### src/hdl/eadcm_fifo.sv
// ============================================================================
// Euler angle to DCM transaction queue
// Memory based queue with a registered read port, one write and one read a cycle.
// ============================================================================
module eadcm_fifo #(
    parameter int WIDTH = 96,
    parameter int DEPTH = 32
) (
    input  logic             clk,
    input  logic             rst_n,
    input  logic             wr_en,
    input  logic [WIDTH-1:0] wr_data,
    input  logic             rd_en,
    output logic [WIDTH-1:0] rd_data,
    output logic             empty
);

    localparam int AW = $clog2(DEPTH);

    logic [WIDTH-1:0] mem [0:DEPTH-1];
    logic [AW:0]      wr_ptr_reg;
    logic [AW:0]      wr_ptr_next;
    logic [AW:0]      rd_ptr_reg;
    logic [AW:0]      rd_ptr_next;
    logic [WIDTH-1:0] rd_data_reg;

    assign wr_ptr_next = wr_en ? wr_ptr_reg + 1'b1 : wr_ptr_reg;
    assign rd_ptr_next = rd_en ? rd_ptr_reg + 1'b1 : rd_ptr_reg;
    assign empty       = (wr_ptr_reg == rd_ptr_reg);
    assign rd_data     = rd_data_reg;

    always_ff @(posedge clk or negedge rst_n)
    begin
        if (!rst_n)
        begin
            wr_ptr_reg <= '0;
            rd_ptr_reg <= '0;
        end
        else
        begin
            wr_ptr_reg <= wr_ptr_next;
            rd_ptr_reg <= rd_ptr_next;
        end
    end

    always_ff @(posedge clk)
    begin
        if (wr_en)
        begin
            mem[wr_ptr_reg[AW-1:0]] <= wr_data;
        end
        if (rd_en)
        begin
            rd_data_reg <= mem[rd_ptr_reg[AW-1:0]];
        end
    end

endmodule

### config.mk
export PLATFORM = sky130hd
export DESIGN_NAME = eadcm_fifo
export DESIGN_NICKNAME = d
export VERILOG_FILES = /design/src/hdl/eadcm_fifo.sv
export SDC_FILE = /design/constraint.sdc
export NUM_CORES = 2
export LEC_CHECK = 0
export BUFFER_PORTS_ARGS = -buffer_cell sky130_fd_sc_hd__buf_2
export CORE_ASPECT_RATIO = 0.75
export CORE_MARGIN = 2
export CORE_UTILIZATION = 35
export DETAILED_ROUTE_END_ITERATION = 8
export GPL_TIMING_DRIVEN = 0
export PLACE_DENSITY_LB_ADDON = 0.2
export SYNTH_ARGS = -nofsm -noshare
export SYNTH_HDL_FRONTEND = slang
export SYNTH_SLANG_ARGS = --single-unit
### constraint.sdc
create_clock -name clk -period 8.95 [get_ports clk]
set_clock_uncertainty 0.2 [all_clocks]
set_input_delay 0.4475 -clock clk [delete_from_list [all_inputs] [get_ports clk]]
set_output_delay 0.4475 -clock clk [all_outputs]
set_load 0.05 [all_outputs]
==> metrics.md <==
| Metric | Value |
|---|---|
| Outcome | `complete, no violations` |
| Buffer count from post-CTS setup fixing | `0` |
| Post-detailed-placement half-perimeter wirelength | `227 mm` |
| Hold-critical path endpoint | `wr_ptr_reg[5]$_DFFE_PN0P_` |
| Number of max-slew violations in the final report | `0` |
| DRT iter0 DRCs | `roughly 6,500` |
| Count of hold buffers inserted by post-cts repair | `100` |
| Met1 routed wirelength after detailed routing | `155 mm` |
| Critical R2R Launch | `rd_ptr_reg[4]$_DFFE_PN0P_` |
| Worst min-delay path class | `register to register` |
| Crit path kind | `register to output port` |
| Yosys cell types | `43` |
| Post-synth top area cell | `sky130_fd_sc_hd__edfxtp_1` |
| Clock tree root buffer cell | `sky130_fd_sc_hd__clkbuf_16` |
| Vertical die dimension | `511 µm` |
| Clock period minus final worst setup slack | `5.03 ns` |
| Category of the worst setup path launch point | `register` |
| Number of top-level pins | `197` |
| Wirelength, routed | `approximately 330 mm` |
| Cell with the most instances after synthesis | `sky130_fd_sc_hd__edfxtp_1` |
| Number of endpoints with negative hold slack in the final report | `0` |
| Total power per unit cell area | `317 mW/mm²` |
| Routed length on met2 | `about 150 mm` |
| Max-cap violations | `0` |
| Main area contributors after synthesis | `sky130_fd_sc_hd__edfxtp_1 79%, sky130_fd_sc_hd__mux4_2 10%, sky130_fd_sc_hd__mux2i_1 3.4%` |
| Final routed wire length divided by cell count | `30.2 µm` |
| Vias | `59,400` |
| Gate count after technology mapping | `5,346` |
| Routability congestion estimate from global placement | `0.733` |
| Clock latency of the later-clocked register in the worst-skew pair | `between 0.8 and 0.9 ns` |
| Reported leakage power | `~45 nW` |
| Count of buffers inserted at the top-level ports | `195` |
| Ratio of cells with drive above 1 in the final layout | `27.6%` |
| Placement-stage worst setup slack | `4.31 ns` |
| Number of warnings reported in the yosys synthesis log | `0` |
| Final worst setup slack | `just under 4 ns` |
| Std-Cell Core Area | `0.342 mm²` |
| WHS Path Cells | `1` |
| Pin count of the biggest net entering global routing | `60` |
| Worst R2R Path Depth | `8` |
| Per-cell via count in the routed design | `5.40` |
| Peak supply drop | `180 µV` |
| Post-synthesis sequential element count | `3,180` |
| Share of synthesized area occupied by flip-flops and latches | `79.6%` |
| Min-delay src | `wr_ptr_reg[5]$_DFFE_PN0P_` |
| Top cells by instance count after synthesis | `3,168 x sky130_fd_sc_hd__edfxtp_1, 537 x sky130_fd_sc_hd__mux4_2, 404 x sky130_fd_sc_hd__mux2i_1, 231 x sky130_fd_sc_hd__a22oi_1, 190 x sky130_fd_sc_hd__o22ai_1` |
| Initial core utilization | `35.1%` |
| Site Rows | `186` |
| Crit share post-route | `56.2%` |
| Area added between synthesis and finish | `18.5%` |
| Wire length of the first global-routing pass | `about 460 mm` |
| Global route total overflow | `0` |
| Overall Global Routing Usage | `18.8%` |
| Maximum achievable frequency | `0.199 GHz` |
| Arrival time of data at the critical path endpoint | `4.39 ns` |
| Share of synthesized registers carrying an async set or reset | `less than 1%` |
| Pin slew with the least headroom to its limit | `1.30 ns` |
| Fraction of synthesized cell area taken by the top area cell type | `79.4%` |
| CTS tree | `built` |
| Utilization of the core after routing | `41.6%` |
| Max Fanout on Critical Path | `10` |
| Avg Inst Size Synth | `about 22 µm²` |
| Register clock-pin slew on the reported worst setup and hold paths | `0.06 ns` |
| Count of filler cells inserted in the layout | `29,700` |
| Resize count post-CTS | `0` |
| Post-Syn Nets | `roughly 5,500` |
| Tot Pwr | `0.0450 W` |
| Post-synth EDFFs | `3,168` |
| Post-route DRC | `0` |
| Slew Limit Headroom | `13.2%` |
| Setup violation total in the final timing report | `0` |
| Main synth FF type | `sky130_fd_sc_hd__edfxtp_1` |
| Data required, critical path | `8.30 ns` |
| Area of the mapped netlist | `roughly 0.12 mm²` |
| Flip-flop count of the largest register, all copies and words added | `3,072` |
| Total met3 wirelength after detailed routing | `roughly 22 mm` |
| Number of iterations in the first detailed-routing pass | `5` |
| H-tree Lvls | `5` |
| Number of sinks on the clock net | `3,180` |
| Setup TNS | `0 ns` |
| Initial antenna violation count | `31` |
| Die area | `0.347 mm²` |
| Highest routed metal layer | `met5` |
| Nets | `6,340` |
| Endpoint of the worst-slack reg-to-reg timing path | `rd_data[90]$_DFFE_PP_` |
| Via count of the first global-routing pass | `59,900` |
| Number of buffers created by CTS | `329` |
| Setup repair after global routing missed its margin | `false` |
| Antenna Nets Post-Route | `0` |
| Longest Clk Path Bufs | `4` |
| Setup crit end kind | `output port` |
| Die outline width | `680 µm` |
| Worst-case register-to-register setup slack | `4.39 ns` |
## worst max path at each step
| stage | start | depth (start not counted) | slack, ns | end |
|---|---|---|---|---|
| final | rd_ptr_reg[3]$_DFFE_PN0P_ | 7 | 3.92 | empty |
| after CTS | rd_ptr_reg[1]$_DFFE_PN0P_ | 8 | 3.79 | empty |
| after global placement | wr_en | 3 | -9.85 | mem[26][55]$_DFFE_PP_ |
| after global routing | rd_ptr_reg[1]$_DFFE_PN0P_ | 8 | 3.83 | empty |
| after floorplan | wr_en | 4 | 0.45 | mem[3][0]$_DFFE_PP_ |
| after detailed placement | rd_ptr_reg[4]$_DFFE_PN0P_ | 8 | 4.31 | rd_data[89]$_DFFE_PP_ |
## layer usage
layer  up-vias  GRT usage (%)
li1      24700              -
met1     32000           28.8
met2      2203           28.0
met3       501           3.03
met4         2           4.47
met5         -              0
## worst max-delay path, stage by stage (launching register included)
cell and delay [ns]:
sky130_fd_sc_hd__dfrtp_1 0.41, sky130_fd_sc_hd__buf_2 0.27, sky130_fd_sc_hd__clkbuf_2 0.65, sky130_fd_sc_hd__clkbuf_1 0.79
sky130_fd_sc_hd__xnor2_1 0.19, sky130_fd_sc_hd__nand4_1 0.14, sky130_fd_sc_hd__nor3_1 0.63, sky130_fd_sc_hd__buf_2 0.40
## layout by cell type (no fill, tap or decap), types with 6 or more instances in the layout
master	Yosys	routed
sky130_fd_sc_hd__buf_8	1	10
sky130_fd_sc_hd__dlygate4sd3_1	0	100
sky130_fd_sc_hd__a211oi_2	24	24
sky130_fd_sc_hd__a21oi_1	67	67
sky130_fd_sc_hd__nand2_1	43	43
sky130_fd_sc_hd__clkinv_4	0	8
sky130_fd_sc_hd__nor3_1	40	29
sky130_fd_sc_hd__nor3_2	0	11
sky130_fd_sc_hd__buf_2	122	316
sky130_fd_sc_hd__buf_12	0	87
sky130_fd_sc_hd__clkbuf_1	95	152
sky130_fd_sc_hd__clkinv_1	0	68
sky130_fd_sc_hd__clkinv_2	0	62
sky130_fd_sc_hd__xnor2_1	9	9
sky130_fd_sc_hd__mux4_2	537	537
sky130_fd_sc_hd__buf_4	62	72
sky130_fd_sc_hd__buf_16	0	19
sky130_fd_sc_hd__edfxtp_1	3168	3168
sky130_fd_sc_hd__a221oi_1	28	28
sky130_fd_sc_hd__mux2i_1	404	404
sky130_fd_sc_hd__inv_6	0	7
sky130_fd_sc_hd__a211oi_1	43	43
sky130_fd_sc_hd__nor2_4	0	21
sky130_fd_sc_hd__mux2_2	59	59
sky130_fd_sc_hd__a22oi_1	231	231
sky130_fd_sc_hd__bufinv_16	0	23
sky130_fd_sc_hd__clkinvlp_4	0	12
sky130_fd_sc_hd__o221ai_1	67	67
sky130_fd_sc_hd__nand3_1	7	7
sky130_fd_sc_hd__buf_1	6	6
sky130_fd_sc_hd__o22ai_1	190	190
sky130_fd_sc_hd__nor2_1	27	6
sky130_fd_sc_hd__buf_6	30	169
sky130_fd_sc_hd__dfrtp_1	12	12
sky130_fd_sc_hd__clkbuf_16	0	337
sky130_fd_sc_hd__and3_1	30	30
## power breakdown
part | switching [W] | leakage, nW | internal (W)
logic | 0.00887 | 11.6 | 0.00488
registers | 0.000259 | 28.8 | 0.0177
clock network | 0.00575 | 5.04 | 0.00758
total | 0.0149 | 45.4 | 0.0301
## kinds of logic after synthesis
logic type | count (synthesis) | share of synthesized area (%)
buf+inv | 319 | 1.52
simple gates | 174 | 0.727
flops | 3180 | 79.6
compound gates | 654 | 3.95
xor+xnor | 14 | 0.102
mux | 1000 | 14.0
fa+ha+maj | 5 | 0.0522
## through the flow
stage | instances | area (µm²) | hold WS, ns
2_1_floorplan | 5346 | 120000 | -0.0481
3_3_place_gp | 10100 | 126000 | 0.149
3_5_place_dp | 10300 | 131000 | 0.155
4_1_cts | 11000 | 142000 | 0.295
5_1_grt | 11000 | 142000 | 0.319
6_report | 11000 | 142000 | 0.297
## area by class of cell
class | instances | area [µm²] | area share [%]
buffer | 316 | 1810 | 1.27
sequential | 3180 | 95400 | 67.2
inverter | 3 | 11.3 | 0.00793
timing repair buffer | 558 | 6010 | 4.23
clock buffer | 395 | 8650 | 6.09
tap | 4512 | 5650 | 3.97
multi-input combinational | 1847 | 22800 | 16.1
clock inverter | 189 | 1660 | 1.17
antenna | 4 | 10.0 | 0.00705
Note: power is estimated with default switching activity, not from simulation.
